[src/hw/rtl/smpq_pkg.sv]
// Shared types and constants of the sorted min-priority queue.
package smpq_pkg;

   localparam int CAPACITY_DEFAULT = 16;
   localparam int VALUE_W = 32;

   // smallest field shown while the queue is empty
   localparam logic signed [VALUE_W-1:0] EMPTY_SMALLEST = -32'sd1;

   // request kinds
   localparam logic KIND_PUSH = 1'b0;
   localparam logic KIND_POP  = 1'b1;

   typedef enum logic [2:0] {
      SMPQ_IDLE,
      SMPQ_SCAN,
      SMPQ_PLACE,
      SMPQ_POPRD,
      SMPQ_DONE
   } state_type;

   // controller -> datapath
   typedef struct packed {
      logic start_push;
      logic start_pop;
      logic shift;
      logic put;
      logic pop_min;
      logic load_rsp;
   } cmd_type;

   // datapath -> controller
   typedef struct packed {
      logic full;
      logic empty;
      logic multi;
      logic pos_one;
      logic ge;
   } status_type;

endpackage

[src/hw/rtl/smpq_ram.sv]
// Generic single-write, single-read RAM with registered read data.
module smpq_ram #(
   parameter int WIDTH = smpq_pkg::VALUE_W,
   parameter int DEPTH = smpq_pkg::CAPACITY_DEFAULT
) (
   input  logic                     clock,
   input  logic                     wr_en,
   input  logic [$clog2(DEPTH)-1:0] wr_addr,
   input  logic [WIDTH-1:0]         wr_data,
   input  logic                     rd_en,
   input  logic [$clog2(DEPTH)-1:0] rd_addr,
   output logic [WIDTH-1:0]         rd_data
);
   logic [WIDTH-1:0] mem_ff [DEPTH];
   logic [WIDTH-1:0] rd_data_ff;

   always_ff @(posedge clock) begin
      if (wr_en) begin
         mem_ff[wr_addr] <= wr_data;
      end
      if (rd_en) begin
         rd_data_ff <= mem_ff[rd_addr];
      end
   end

   assign rd_data = rd_data_ff;

endmodule

[src/hw/rtl/smpq_ctrl.sv]
// Controller state machine of the sorted min-priority queue.
module smpq_ctrl (
   input  logic                   clock,
   input  logic                   reset,
   input  logic                   req_valid,
   output logic                   req_stall,
   input  logic                   req_kind,
   output logic                   rsp_valid,
   input  logic                   rsp_stall,
   input  smpq_pkg::status_type   status,
   output smpq_pkg::cmd_type      cmd
);
   import smpq_pkg::*;

   state_type state_ff, state_in;
   logic      rsp_valid_ff, rsp_valid_in;
   logic      out_free;

   assign out_free  = !rsp_valid_ff || !rsp_stall;
   assign req_stall = (state_ff != SMPQ_IDLE);
   assign rsp_valid = rsp_valid_ff;

   always_ff @(posedge clock) begin
      if (reset) begin
         state_ff     <= SMPQ_IDLE;
         rsp_valid_ff <= 1'b0;
      end else begin
         state_ff     <= state_in;
         rsp_valid_ff <= rsp_valid_in;
      end
   end

   always_comb begin
      state_in     = state_ff;
      cmd          = '0;
      rsp_valid_in = rsp_valid_ff && rsp_stall;
      case (state_ff)
         SMPQ_IDLE: begin
            if (req_valid) begin
               if (req_kind == KIND_PUSH) begin
                  cmd.start_push = 1'b1;
                  if (status.full) begin
                     state_in = SMPQ_DONE;
                  end else if (status.empty) begin
                     state_in = SMPQ_PLACE;
                  end else begin
                     state_in = SMPQ_SCAN;
                  end
               end else begin
                  cmd.start_pop = 1'b1;
                  state_in = status.multi ? SMPQ_POPRD : SMPQ_DONE;
               end
            end
         end
         SMPQ_SCAN: begin
            if (status.ge) begin
               cmd.shift = 1'b1;
               if (status.pos_one) begin
                  state_in = SMPQ_PLACE;
               end
            end else begin
               cmd.put  = 1'b1;
               state_in = SMPQ_DONE;
            end
         end
         SMPQ_PLACE: begin
            cmd.put  = 1'b1;
            state_in = SMPQ_DONE;
         end
         SMPQ_POPRD: begin
            cmd.pop_min = 1'b1;
            state_in    = SMPQ_DONE;
         end
         SMPQ_DONE: begin
            if (out_free) begin
               cmd.load_rsp = 1'b1;
               rsp_valid_in = 1'b1;
               state_in     = SMPQ_IDLE;
            end
         end
         default: begin
            state_in = SMPQ_IDLE;
         end
      endcase
   end

   a_accept_leaves_idle: assert property (@(posedge clock) disable iff (reset)
      (req_valid && !req_stall) |=> (state_ff != SMPQ_IDLE))
      else $error("accepted word did not start work");

   a_rsp_from_done: assert property (@(posedge clock) disable iff (reset)
      $rose(rsp_valid_ff) |-> $past(state_ff == SMPQ_DONE))
      else $error("response raised outside done state");

   a_done_waits: assert property (@(posedge clock) disable iff (reset)
      (state_ff == SMPQ_DONE && rsp_valid_ff && rsp_stall) |=> (state_ff == SMPQ_DONE))
      else $error("response overwritten while stalled");

endmodule

[src/hw/rtl/smpq_datapath.sv]
// Datapath of the sorted min-priority queue: ring of entries, count, head, result.
module smpq_datapath #(
   parameter int CAPACITY = smpq_pkg::CAPACITY_DEFAULT
) (
   input  logic                                 clock,
   input  logic                                 reset,
   input  logic signed [smpq_pkg::VALUE_W-1:0]  req_value,
   input  smpq_pkg::cmd_type                    cmd,
   output smpq_pkg::status_type                 status,
   output logic signed [smpq_pkg::VALUE_W-1:0]  rsp_smallest,
   output logic                                 rsp_is_empty,
   output logic                                 rsp_is_full,
   output logic                                 rsp_overflow
);
   import smpq_pkg::*;

   localparam int AW = $clog2(CAPACITY);
   localparam int CW = $clog2(CAPACITY + 1);
   localparam logic [AW:0]   CAP_SUM = (AW + 1)'(CAPACITY);
   localparam logic [CW-1:0] CAP_CNT = CW'(CAPACITY);

   logic [CW-1:0]               count_ff, count_in;
   logic [AW-1:0]               head_ff, head_in;
   logic [AW-1:0]               pos_ff, pos_in;
   logic signed [VALUE_W-1:0]   value_ff, value_in;
   logic signed [VALUE_W-1:0]   min_ff, min_in;
   logic                        ovf_ff, ovf_in;
   logic signed [VALUE_W-1:0]   rsp_smallest_ff, rsp_smallest_in;
   logic                        rsp_is_empty_ff, rsp_is_empty_in;
   logic                        rsp_is_full_ff, rsp_is_full_in;
   logic                        rsp_overflow_ff, rsp_overflow_in;

   logic                        wr_en, rd_en;
   logic [AW-1:0]               wr_addr, rd_addr;
   logic signed [VALUE_W-1:0]   wr_data, rd_data;
   logic [CW-1:0]               cnt_m1;

   // physical slot of a position counted from the head, wrapping at capacity
   function automatic logic [AW-1:0] phys(input logic [AW-1:0] base,
                                          input logic [AW-1:0] rel);
      logic [AW:0] sum;
      sum = {1'b0, base} + {1'b0, rel};
      if (sum >= CAP_SUM) begin
         sum = sum - CAP_SUM;
      end
      return sum[AW-1:0];
   endfunction

   smpq_ram #(
      .WIDTH (VALUE_W),
      .DEPTH (CAPACITY)
   ) u_ram (
      .clock   (clock),
      .wr_en   (wr_en),
      .wr_addr (wr_addr),
      .wr_data (wr_data),
      .rd_en   (rd_en),
      .rd_addr (rd_addr),
      .rd_data (rd_data)
   );

   assign cnt_m1 = count_ff - CW'(1);

   always_comb begin
      status.full    = (count_ff == CAP_CNT);
      status.empty   = (count_ff == '0);
      status.multi   = (count_ff > CW'(1));
      status.pos_one = (pos_ff == AW'(1));
      status.ge      = (rd_data >= value_ff);
   end

   always_comb begin
      count_in        = count_ff;
      head_in         = head_ff;
      pos_in          = pos_ff;
      value_in        = value_ff;
      min_in          = min_ff;
      ovf_in          = ovf_ff;
      rsp_smallest_in = rsp_smallest_ff;
      rsp_is_empty_in = rsp_is_empty_ff;
      rsp_is_full_in  = rsp_is_full_ff;
      rsp_overflow_in = rsp_overflow_ff;
      wr_en   = 1'b0;
      wr_addr = '0;
      wr_data = value_ff;
      rd_en   = 1'b0;
      rd_addr = '0;

      if (cmd.start_push) begin
         value_in = req_value;
         ovf_in   = status.full;
         if (!status.full) begin
            count_in = count_ff + CW'(1);
            pos_in   = count_ff[AW-1:0];
            // fetch the tail entry to start the scan
            rd_en    = !status.empty;
            rd_addr  = phys(head_ff, cnt_m1[AW-1:0]);
         end
      end

      if (cmd.start_pop) begin
         ovf_in = 1'b0;
         if (!status.empty) begin
            count_in = cnt_m1;
            head_in  = phys(head_ff, AW'(1));
            rd_en    = status.multi;
            rd_addr  = phys(head_ff, AW'(1));
         end
      end

      if (cmd.shift) begin
         // move entry up one slot, fetch the one below it
         wr_en   = 1'b1;
         wr_addr = phys(head_ff, pos_ff);
         wr_data = rd_data;
         pos_in  = pos_ff - AW'(1);
         rd_en   = (pos_ff > AW'(1));
         rd_addr = phys(head_ff, pos_ff - AW'(2));
      end

      if (cmd.put) begin
         wr_en   = 1'b1;
         wr_addr = phys(head_ff, pos_ff);
         wr_data = value_ff;
         if (pos_ff == '0) begin
            min_in = value_ff;
         end
      end

      if (cmd.pop_min) begin
         min_in = rd_data;
      end

      if (cmd.load_rsp) begin
         rsp_smallest_in = status.empty ? EMPTY_SMALLEST : min_ff;
         rsp_is_empty_in = status.empty;
         rsp_is_full_in  = status.full;
         rsp_overflow_in = ovf_ff;
      end
   end

   always_ff @(posedge clock) begin
      if (reset) begin
         count_ff <= '0;
         head_ff  <= '0;
      end else begin
         count_ff <= count_in;
         head_ff  <= head_in;
      end
      pos_ff          <= pos_in;
      value_ff        <= value_in;
      min_ff          <= min_in;
      ovf_ff          <= ovf_in;
      rsp_smallest_ff <= rsp_smallest_in;
      rsp_is_empty_ff <= rsp_is_empty_in;
      rsp_is_full_ff  <= rsp_is_full_in;
      rsp_overflow_ff <= rsp_overflow_in;
   end

   assign rsp_smallest = rsp_smallest_ff;
   assign rsp_is_empty = rsp_is_empty_ff;
   assign rsp_is_full  = rsp_is_full_ff;
   assign rsp_overflow = rsp_overflow_ff;

   a_push_counts: assert property (@(posedge clock) disable iff (reset)
      (cmd.start_push && !status.full) |=> (count_ff == $past(count_ff) + CW'(1)))
      else $error("accepted push did not grow the queue");

   a_count_bound: assert property (@(posedge clock) disable iff (reset)
      (count_ff <= CAP_CNT))
      else $error("entry count above capacity");

endmodule

[src/hw/rtl/sorted_min_priority_queue.sv]
// Top level of the sorted min-priority queue: controller, datapath and entry RAM.
//
// Bounded min-priority queue of signed 32-bit values held in ascending order in
// a ring buffer in one RAM (one write and one registered read port). Each request
// word is a push (req_kind 0) or a pop (req_kind 1) and yields exactly one response
// word: the new smallest value (-1 when empty), empty, full and overflow flags.
// A push lands ahead of stored equal values; a push into a full queue is dropped
// and flagged; a pop of an empty queue changes nothing. Pops only advance the ring
// head. A push walks from the tail down, moving one entry per cycle through the
// RAM port until it finds a smaller one. A pop with two or more entries stored
// makes one RAM read that fetches the new head. One word is in work at a time; a
// finished response waits in its output register while the next request word is
// taken. No clearing pass follows reset.
module sorted_min_priority_queue #(
   parameter int CAPACITY = smpq_pkg::CAPACITY_DEFAULT
) (
   input  logic                                 clock,
   input  logic                                 reset,
   input  logic                                 req_valid,
   output logic                                 req_stall,
   input  logic                                 req_kind,
   input  logic signed [smpq_pkg::VALUE_W-1:0]  req_value,
   output logic                                 rsp_valid,
   input  logic                                 rsp_stall,
   output logic signed [smpq_pkg::VALUE_W-1:0]  rsp_smallest,
   output logic                                 rsp_is_empty,
   output logic                                 rsp_is_full,
   output logic                                 rsp_overflow
);
   import smpq_pkg::*;

   cmd_type    cmd;
   status_type status;

   // sequencing: accept, scan/shift, place, pop read, response hand-off
   smpq_ctrl u_ctrl (
      .clock     (clock),
      .reset     (reset),
      .req_valid (req_valid),
      .req_stall (req_stall),
      .req_kind  (req_kind),
      .rsp_valid (rsp_valid),
      .rsp_stall (rsp_stall),
      .status    (status),
      .cmd       (cmd)
   );

   // entry storage, count, head pointer and the response register
   smpq_datapath #(
      .CAPACITY (CAPACITY)
   ) u_datapath (
      .clock        (clock),
      .reset        (reset),
      .req_value    (req_value),
      .cmd          (cmd),
      .status       (status),
      .rsp_smallest (rsp_smallest),
      .rsp_is_empty (rsp_is_empty),
      .rsp_is_full  (rsp_is_full),
      .rsp_overflow (rsp_overflow)
   );

endmodule
[config.mk]
export PLATFORM = sky130hd
export DESIGN_NAME = sorted_min_priority_queue
export DESIGN_NICKNAME = d
export VERILOG_FILES = /design/src/hw/rtl/smpq_pkg.sv /design/src/hw/rtl/smpq_ram.sv /design/src/hw/rtl/smpq_ctrl.sv /design/src/hw/rtl/smpq_datapath.sv /design/src/hw/rtl/sorted_min_priority_queue.sv
export SDC_FILE = /design/constraint.sdc
export NUM_CORES = 1
export LEC_CHECK = 0
export ABC_AREA = 0
export BUFFER_PORTS_ARGS = -buffer_cell sky130_fd_sc_hd__buf_2
export CORE_UTILIZATION = 32
export CTS_BUF_LIST = sky130_fd_sc_hd__clkbuf_16
export DETAILED_ROUTE_END_ITERATION = 8
export GPL_TIMING_DRIVEN = 0
export PLACE_DENSITY_LB_ADDON = 0.08
export SYNTH_ARGS = -nofsm -noshare
export SYNTH_HDL_FRONTEND = slang
export SYNTH_SLANG_ARGS = --single-unit
[constraint.sdc]
create_clock -name clock -period 4.2 [get_ports clock]
set_input_delay 0.42 -clock clock [delete_from_list [all_inputs] [get_ports clock]]
set_output_delay 0.42 -clock clock [all_outputs]
set_load 0.03 [all_outputs]
==> results of run 1 <==
## power groups by stage
stage	logic [µW]	clock network [µW]	registers [µW]
after detailed placement	6390	0	8750
after floorplan	3700	0	8820
after CTS	6600	6380	8610
final	6600	6200	8590
after global routing	7160	6630	8640
after global placement	6080	0	8810
## cell families after synthesis
group           count (synthesis)  share of synthesized area
mux                           190                     0.0736
simple gates                  439                     0.0763
fa+ha+maj                      51                     0.0245
flops                         661                      0.732
xor+xnor                       21                    0.00683
buf+inv                       135                     0.0227
compound gates                208                     0.0637
## cell usage after synthesis (all sizes together) (2+ instances only)
cell / count / share of area
a211oi: 4 / 0.0018
a21o: 5 / 0.0014
a21oi: 29 / 0.0058
a22oi: 4 / 0.0013
a32oi: 128 / 0.042
and2: 2 / 0.00046
and3: 3 / 0.00070
and4: 32 / 0.010
buf: 50 / 0.011
clkbuf: 35 / 0.0049
dfxtp: 14 / 0.010
edfxtp: 647 / 0.72
fa: 3 / 0.0022
ha: 48 / 0.022
inv: 49 / 0.0068
mux2: 62 / 0.026
mux2i: 128 / 0.048
nand2: 294 / 0.041
nand2b: 2 / 0.00046
nand3: 11 / 0.0020
nand4: 5 / 0.0012
nor2: 33 / 0.0046
nor3: 12 / 0.0026
nor3b: 8 / 0.0041
o211ai: 3 / 0.00084
o21a: 5 / 0.0017
o21ai: 14 / 0.0039
o22ai: 2 / 0.00046
o31ai: 2 / 0.0011
or2: 32 / 0.0074
xnor2: 14 / 0.0046
xor2: 7 / 0.0023
## registers in the layout, indices dropped and copies added (netlist names)
signal and cells:
u_datapath.min_ff 32, u_datapath.u_ram.rd_data 32, u_datapath.u_ram.mem_ff 512, u_datapath.ovf_ff 1, u_ctrl.state_ff 3, u_datapath.head_ff 4
u_datapath.pos_ff 4, u_datapath.rsp_overflow 1, u_datapath.count_ff 5, u_datapath.rsp_is_full 1, u_datapath.rsp_is_empty 1, u_datapath.rsp_smallest 32
u_ctrl.rsp_valid 1, u_datapath.value_ff 32
## worst max path at each step
stage	to	startpoint	cells past startpoint	slack, ns
2_1_floorplan	u_datapath.u_ram.mem_ff[14][0]	u_datapath.head_ff[0]	7	0.02
3_3_place_gp	u_datapath.u_ram.mem_ff[2][15]	u_datapath.head_ff[0]	7	-3.31
3_5_place_dp	u_datapath.u_ram.rd_data[10]	u_datapath.u_ram.rd_data[25]	11	-1.20
4_1_cts	u_datapath.u_ram.rd_data[7]	u_datapath.u_ram.rd_data[14]	12	0.002
5_1_grt	u_datapath.u_ram.rd_data[24]	u_datapath.u_ram.rd_data[11]	13	-0.008
6_report	u_datapath.u_ram.rd_data[24]	u_datapath.u_ram.rd_data[14]	13	0.1
## cells in the final DEF (no fill, tap or decap), drive strengths merged, types with 3 or more instances in the layout
cell type and n:
a211oi 4, mux2i 128, a22oi 4, ha 48
nor3 12, nor3b 8, and3 3, dlygate4sd3 33
edfxtp 647, a21o 5, nand3 11, a32oi 128
o211ai 3, diode 3, buf 168, fa 3
dfxtp 14, mux2 62, or2 32, inv 65
o21ai 14, clkinv 41, xnor2 14, xor2 7
and4 32, nor2 33, a21oi 29, o21a 5
nand4 5, clkbuf 123, nand2 294
## per-stage QoR
step / std cells / utilization / area (µm²) / TNS, ns / hold WS (ns)
after floorplan: 1705 / - / 26900 / 0 / 0.408
after global placement: 2848 / 0.346 / 28600 / -1104.72 / 0.439
after detailed placement: 2882 / 0.355 / 29300 / -208.71 / 0.440
after CTS: 3062 / 0.390 / 32200 / 0 / 0.122
after global routing: 3073 / 0.392 / 32400 / -0.00832 / 0.157
final: 3076 / 0.392 / 32400 / 0 / 0.165
## layer usage
layer / vias to the layer above / share of wire
met3: 79 / 0.048
met5: - / 0
met2: 342 / 0.47
met1: 7761 / 0.47
li1: 7063 / -
met4: 0 / 0.017
## critical path, cell delays in order, from the launching register on
cell and delay [ns]:
edfxtp_1 0.55, ha_4 0.35, nand4_1 0.13, or4_1 0.54
o32a_1 0.35, a21oi_4 0.25, o31ai_4 0.16, buf_4 0.21
o21ai_4 0.24, nor3b_4 0.22, buf_4 0.19, buf_4 0.24
a32oi_1 0.17, and4_1 0.23
## layout make-up
type | instances | area, µm² | area share
Tap cell | 1070 | 1340 | 0.0414
Antenna cell | 3 | 7.51 | 0.000232
Timing Repair Buffer | 159 | 1410 | 0.0436
Inverter | 50 | 188 | 0.00580
Multi-Input combinational cell | 909 | 6860 | 0.212
Clock buffer | 80 | 2000 | 0.0618
Sequential cell | 661 | 19700 | 0.609
Clock inverter | 59 | 332 | 0.0102
Buffer | 85 | 531 | 0.0164
## repair_timing
action                                 CTS  global route
setup endpoints to repair              519           341
pin swaps                                2             6
endpoints found under the hold margin   34             0
buffers inserted                         8            11
hold buffers                            33             0
resized for setup                       49            34
==> impl_metrics.yaml, run 1 <==
outcome:
  outcome: "finished clean"
worst_setup_path:
  crit_type: "flip-flop to flip-flop"
  crit_required_ns: 4.56
  timing.rr.end: "u_datapath.u_ram.rd_data[24]"
  cp_max_fo: 10
  timing.rr.start: "u_datapath.u_ram.rd_data[14]"
  ff2ff_path_depth: 13
  cp.arrival_ns: 4.46
  rrSetupSlack_ns: 0.1
  worst_setup_path_end_kind: "flip-flop"
  critPathLaunchType: "flip-flop"
clock_tree:
  worst_skew_pair.late_latency_ns: 0.62
  cts_buffers: 77
  path_clk_slew_ns: 0.06
  cts.sink_count: 661
  cts_max_path_buffers: 3
  cts_tree: "built"
  cts_htree_levels: 3
  clockRootBuffer: "clkbuf_16"
routing:
  wl_per_cell_um: 24.6
  wl_mm: 75.6
  ant_nets: 0
  first_pass_iters: 6
  drt_iter0_drc: 1103
  route.detailed.drc: 0
  via_per_inst: 4.96
  vias: 15200
final_layout:
  syn_to_final_growth_pct: 20.3
  drive_gt1_frac: 0.210
  fin_nets: 2031
  fill_cells: 7628
timing:
  slew_headroom: 0.336
  tightest_slew_ns: 0.990
  skew_ns: 0.0252
  hold_viol: 0
  min_period_over_period: 0.977
  setup_viol: 0
  slew_violations: 0
  layout_min_cycle_time_ns: 4.10
  fmax_ghz: 0.244
  setup_ws_ns: 0.0961
global_routing:
  grt_pass1_wl_mm: 109
  grt_use_met3: 0.0317
  gr-total-overflow: 0
  grt_usage: 0.178
  grtUsageMet2: 0.284
  grt_pass1_vias: 15500
  grt_util_met1: 0.250
  grt_max_degree: 33
  grt_busiest_layer: "met2"
  antenna_found_initial: 4
floorplanning:
  start_util: 0.326
  die_h_um: 292
  die_x_um: 292
  ios: 74
  num_rows: 105
  die_area_um2: 85300
  core-area_um2: 82600
power:
  power_density_nw_per_um2: 661
  p_clk_frac: 0.290
  p_int_uw: 14100
  p_leak_uw: 0.0115
  combPwrFrac: 0.309
  vdd.ir_drop.worst_v: 0.000325
  switching_power_uw: 7300
  totalPowerFinal_uw: 21400
  power_frac_seq: 0.402
  p_sw_frac: 0.341
synth:
  async_flop_share: 0
  syn_inst: 1705
  yosysUniqueCellTypes: 64
  ys_ff_latch: 661
  synth.avg_cell_area_um2: 15.8
  synth_edf_count: 647
  syn-cell-area_um2: 26900
  yosysWarnings: 0
  syn_nets: 1793
  ys_seq_area_frac: 0.732
  synth_ff_type: "edfxtp_1"
place:
  hpwlAfterDp_mm: 51.7
  numPortBuffers: 73
  gp_congestion: 0.755
  pre_cts_ws_ns: -1.20
worst_hold_path:
  hold_class: "input pin to flip-flop"
  hold_path_depth: 3
  worstHoldStart: "rsp_stall"
  min_to: "u_ctrl.rsp_valid"
job:
  max_cap_viol_count: 0
Power figures use the tool's default switching activity.
==> inputs of run 2 (changes only) <==
--- a/config.mk
+++ b/config.mk
@@ -7,6 +7,9 @@
 export LEC_CHECK = 0
 export ABC_AREA = 0
 export BUFFER_PORTS_ARGS = -buffer_cell sky130_fd_sc_hd__buf_2
+export CELL_PAD_IN_SITES_DETAIL_PLACEMENT = 0
+export CELL_PAD_IN_SITES_GLOBAL_PLACEMENT = 1
+export CORE_MARGIN = 2
 export CORE_UTILIZATION = 32
 export CTS_BUF_LIST = sky130_fd_sc_hd__clkbuf_16
 export DETAILED_ROUTE_END_ITERATION = 8
==> impl_metrics.yaml, run 2 (same netlist as run 1, synthesis figures left out) <==
outcome:
  outcome: "finished clean"
routing:
  drt_iter0_drc: 1128
  ant_nets: 0
  route.detailed.drc: 0
  first_pass_iters: 5
  wl_per_cell_um: 26.3
  via_per_inst: 5.03
  wl_mm: 81.2
  vias: 15500
global_routing:
  grt_util_met1: 0.272
  grt_max_degree: 25
  grt_use_met3: 0.0267
  grt_busiest_layer: "met2"
  antenna_found_initial: 3
  grt_pass1_vias: 15400
  grtUsageMet2: 0.299
  gr-total-overflow: 0
  grt_usage: 0.189
  grt_pass1_wl_mm: 115
final_layout:
  top_register: "u_datapath.u_ram.mem_ff"
  final_cell_mix: "edfxtp_1 (647), nand2_1 (293), mux2i_1 (125)"
  fill_cells: 7706
  fin_nets: 2039
  final_cells: 3091
  syn_to_final_growth_pct: 21.6
  final_common_cell: "edfxtp_1"
  antenna_cells: 0
  largest_reg_flops: 512
  drive_gt1_frac: 0.215
worst_setup_path:
  cpMaxStageDelayCell: "edfxtp_1"
  ff2ff_path_depth: 14
  crit_type: "flip-flop to flip-flop"
  cp_cell_sequence: "inv_1, ha_1, nand4_1, or4_1, o32a_1, a21oi_4, o31ai_4, buf_12, o21ai_4, nor3b_4, buf_6, buf_6, a32oi_1, and4_1"
  rrSetupSlack_ns: 0.11
  cp_slowest_stage_delay_ns: 0.57
  cp_max_fo: 10
  cp.arrival_ns: 4.45
  timing.rr.end: "u_datapath.u_ram.rd_data[4]"
  critPathLaunchType: "flip-flop"
  worstSetupStartpoint: "u_datapath.value_ff[14]"
  timing.rr.start: "u_datapath.value_ff[14]"
  endpoint: "u_datapath.u_ram.rd_data[4]"
  cpMostUsedCell: "buf_6"
  crit_required_ns: 4.56
  worst_setup_path_end_kind: "flip-flop"
timing:
  skew_ns: 0.0160
  tightest_slew_ns: 1.14
  slew_headroom: 0.238
  hold_viol: 0
  slew_violations: 0
  setup_ws_ns: 0.111
  setup_viol: 0
  fin_tns_setup_ns: 0
  layout_min_cycle_time_ns: 4.09
  fmax_ghz: 0.245
  min_period_over_period: 0.974
clock_tree:
  worst_skew_pair.late_latency_ns: 0.62
  cts_htree_levels: 3
  clockRootBuffer: "clkbuf_16"
  path_clk_slew_ns: 0.06
  cts_max_path_buffers: 3
  cts.sink_count: 661
  cts_buffers: 76
  cts_tree: "built"
place:
  hpwlAfterDp_mm: 53.6
  dp.cells: 2897
  pre_cts_ws_ns: -1.23
  numPortBuffers: 73
  gp_congestion: 0.741
floorplanning:
  core-area_um2: 83400
  die_area_um2: 86400
  ios: 74
  start_util: 0.323
  die_h_um: 294
  die_x_um: 294
  num_rows: 106
power:
  power_density_nw_per_um2: 669
  vdd.ir_drop.worst_v: 0.000383
  switching_power_uw: 7540
  totalPowerFinal_uw: 21900
  power_frac_seq: 0.393
  p_leak_uw: 0.0116
  p_sw_frac: 0.344
  combPwrFrac: 0.320
  p_clk_frac: 0.287
  p_int_uw: 14400
job:
  max_cap_viol_count: 0
worst_hold_path:
  hold_class: "input pin to flip-flop"
## run 2: final cells by class
| cell class | count | area (µm²) | area share |
|---|---|---|---|
| clock buffers | 79 | 1980 | 0.0604 |
| multi-input cells | 909 | 6870 | 0.210 |
| plain buffers | 84 | 582 | 0.0178 |
| well taps | 1080 | 1350 | 0.0413 |
| flip-flops and latches | 661 | 19700 | 0.602 |
| clock inverters | 59 | 380 | 0.0116 |
| repair buffers | 169 | 1670 | 0.0510 |
| inverters | 50 | 188 | 0.00573 |
## run 2: critical path, delay by kind of cell (launching register included)
kind	cells	cell delay (ns)
flops	1	0.57
simple gates	4	1.20
fa+ha+maj	1	0.33
buf+inv	4	0.64
compound gates	5	1.09
## run 2: worst min path at each step
stage | startpoint | to | slack (ns) | cells after the start
final | rsp_stall | u_ctrl.rsp_valid | 0.16 | 3
after global routing | rsp_stall | u_ctrl.rsp_valid | 0.16 | 3
after CTS | rsp_stall | u_ctrl.rsp_valid | 0.13 | 3
after detailed placement | u_datapath.ovf_ff | u_datapath.rsp_overflow | 0.45 | 0
after global placement | u_datapath.ovf_ff | u_datapath.rsp_overflow | 0.45 | 0
after floorplan | u_datapath.ovf_ff | u_datapath.rsp_overflow | 0.41 | 0
## run 2: repair_timing
item / 4_1_cts / 5_1_grt
buffers inserted: 16 / 8
setup endpoints to repair: 586 / 316
hold buffers: 33 / 0
pin swaps: 6 / 9
hold endpoints to repair: 33 / 0
resized for setup: 59 / 67
## run 2: power by group through the flow
stage	clock network, µW	logic (µW)	registers (µW)
global placement	0	6330	8800
detailed placement	0	6590	8740
global route	6700	7580	8650
finish	6290	7000	8610
CTS	6480	6920	8610
floorplan	0	3700	8820
## run 2: stage by stage
step	hold slack [ns]	utilization	instance area, µm²
after CTS	0.126	0.390	32500
after global routing	0.158	0.392	32700
after floorplan	0.408	-	26900
after global placement	0.445	0.343	28600
final	0.161	0.392	32700
after detailed placement	0.449	0.353	29500
## run 2: metal layers
| metal | vias to the layer above | share of wire | wire length [µm] |
|---|---|---|---|
| met2 | 381 | 0.46 | 37400 |
| li1 | 7091 | - | - |
| met3 | 113 | 0.041 | 3300 |
| met5 | - | 0 | 0 |
| met4 | 0 | 0.022 | 1830 |
| met1 | 7950 | 0.48 | 38700 |
==> inputs of run 3 (changes only) <==
--- a/config.mk
+++ b/config.mk
@@ -9,7 +9,7 @@
 export BUFFER_PORTS_ARGS = -buffer_cell sky130_fd_sc_hd__buf_2
 export CELL_PAD_IN_SITES_DETAIL_PLACEMENT = 0
 export CELL_PAD_IN_SITES_GLOBAL_PLACEMENT = 1
-export CORE_MARGIN = 2
+export CORE_MARGIN = 5
 export CORE_UTILIZATION = 32
 export CTS_BUF_LIST = sky130_fd_sc_hd__clkbuf_16
 export DETAILED_ROUTE_END_ITERATION = 8
==> impl_metrics.yaml, run 3 (same netlist as run 1, synthesis figures left out) <==
worst_setup_path:
  endpoint: "u_datapath.u_ram.rd_data[18]"
  timing.rr.end: "u_datapath.u_ram.rd_data[18]"
  cpMostUsedCell: "buf_12"
  crit_required_ns: 4.55
  cp_cell_sequence: "ha_1, nand4_1, or4_1, o32a_1, a21oi_4, o31ai_4, buf_12, o21a_4, nor3_4, buf_12, buf_4, a32oi_1, and4_1"
  cpMaxStageDelayCell: "edfxtp_1"
  worst_setup_path_end_kind: "flip-flop"
  worst-path-stages: 13
  timing.rr.start: "u_datapath.u_ram.rd_data[14]"
  crit_type: "flip-flop to flip-flop"
  cp_max_fo: 10
  cp_slowest_stage_delay_ns: 0.54
  ff2ff_path_depth: 13
  critPathLaunchType: "flip-flop"
  worstSetupStartpoint: "u_datapath.u_ram.rd_data[14]"
  cp.arrival_ns: 4.45
  rrSetupSlack_ns: 0.1
  cp_top_family: "simple AND/OR/NAND/NOR gates"
  cp_num_buf_inv: 3
power:
  p_clk_frac: 0.283
  combPwrFrac: 0.319
  p_int_uw: 14100
  power_density_nw_per_um2: 666
  switching_power_uw: 7500
  p_leak_uw: 0.0115
  power_frac_seq: 0.397
  vdd.ir_drop.worst_v: 0.000320
  p_sw_frac: 0.347
worst_hold_path:
  hold_class: "input pin to flip-flop"
final_layout:
  fin_area_um2: 32500
  seq_area_um2: 19700
  drive_gt1_frac: 0.216
  fin_nets: 2033
  final_common_cell: "edfxtp_1"
  fill_cells: 7812
  syn_to_final_growth_pct: 20.8
  largest_reg_flops: 512
  multi_input_area_um2: 6850
  final_cell_mix: "edfxtp_1 (647), nand2_1 (293), mux2i_1 (125)"
  top_register: "u_datapath.u_ram.mem_ff"
global_routing:
  grt_max_degree: 24
  antenna_found_initial: 2
  gr-total-overflow: 0
  grt_pass1_vias: 15700
  grt_busiest_layer: "met2"
  grt_util_met1: 0.258
  grtUsageMet2: 0.282
  grt_pass1_wl_mm: 115
  grt_usage: 0.176
  grt_use_met3: 0.0264
clock_tree:
  path_clk_slew_ns: 0.06
  cts_htree_levels: 3
  cts_tree: "built"
  worst_skew_pair.late_latency_ns: 0.62
  cts_buffers: 77
  cts.sink_count: 661
  cts_max_path_buffers: 3
  clockRootBuffer: "clkbuf_16"
timing:
  hold_viol: 0
  min_period_over_period: 0.977
  tightest_slew_ns: 1.43
  setup_ws_ns: 0.0951
  skew_ns: 0.0238
  layout_min_cycle_time_ns: 4.10
  slew_headroom: 0.0458
  slew_violations: 0
  setup_viol: 0
  timing.hold.ws_ns: 0.0443
  fmax_ghz: 0.244
routing:
  vias: 15500
  route.detailed.drc: 0
  via_per_inst: 5.03
  drt_iter0_drc: 1176
  ant_nets: 0
  wl_mm: 80.5
  wl_per_cell_um: 26.1
  first_pass_iters: 5
floorplanning:
  ios: 74
  num_rows: 106
  die_x_um: 300
  core-area_um2: 83600
  die_h_um: 300
  die_area_um2: 90000
  start_util: 0.322
job:
  max_cap_viol_count: 0
place:
  numPortBuffers: 73
  gp_congestion: 0.748
  pre_cts_ws_ns: -1.37
  placed_area_um2: 29400
  hpwlAfterDp_mm: 53.3
outcome:
  outcome: "finished clean"
==> run 3: power by group through the flow <==
stage | combinational, µW | sequential [µW] | clock, µW
6_report | 6910 | 8600 | 6130
5_1_grt | 7470 | 8640 | 6600
4_1_cts | 6860 | 8600 | 6310
3_5_place_dp | 6610 | 8730 | 0
3_3_place_gp | 6350 | 8800 | 0
2_1_floorplan | 3700 | 8820 | 0
==> run 3: final cells by class <==
cell class / instances / area share
inverters: 50 / 0.00577
plain buffers: 84 / 0.0175
well taps: 1080 / 0.0416
clock inverters: 56 / 0.0103
flip-flops and latches: 661 / 0.606
multi-input cells: 909 / 0.211
diodes: 2 / 0.000154
clock buffers: 78 / 0.0600
repair buffers: 162 / 0.0478
==> run 3: stage by stage <==
stage,TNS [ns],utilization,power [µW],instances
2_1_floorplan,0,-,12500,1705
5_1_grt,-0.00480,0.389,22700,3080
6_report,0,0.389,21600,3082
3_5_place_dp,-461.30,0.351,15300,2894
4_1_cts,0,0.386,21800,3072
3_3_place_gp,-1604.98,0.343,15200,2858
==> run 3: layer usage <==
metal  vias to the layer above  routed length (µm)
li1                       7053                   -
met1                      7999               37800
met2                       361               37200
met3                        99                3950
met4                         0                1450
met5                         -                   0
==> run 3: how the worst min path moves through the flow <==
stage | depth (start not counted) | endpoint | slack (ns) | startpoint
floorplan | 0 | u_datapath.rsp_overflow | 0.41 | u_datapath.ovf_ff
global placement | 0 | u_datapath.rsp_overflow | 0.44 | u_datapath.ovf_ff
detailed placement | 0 | u_datapath.rsp_overflow | 0.43 | u_datapath.ovf_ff
finish | 2 | u_ctrl.state_ff[0] | 0.04 | reset
CTS | 2 | u_ctrl.state_ff[0] | 0.01 | reset
global route | 2 | u_datapath.count_ff[4] | 0.03 | reset
==> run 3: what timing repair did <==
action	in CTS	in global routing
hold buffers	32	0
cloned	0	0
hold endpoints to repair	32	0
setup buffers	12	9
endpoints found under the setup margin	609	267
pin swaps	3	7
gates resized for setup	56	53
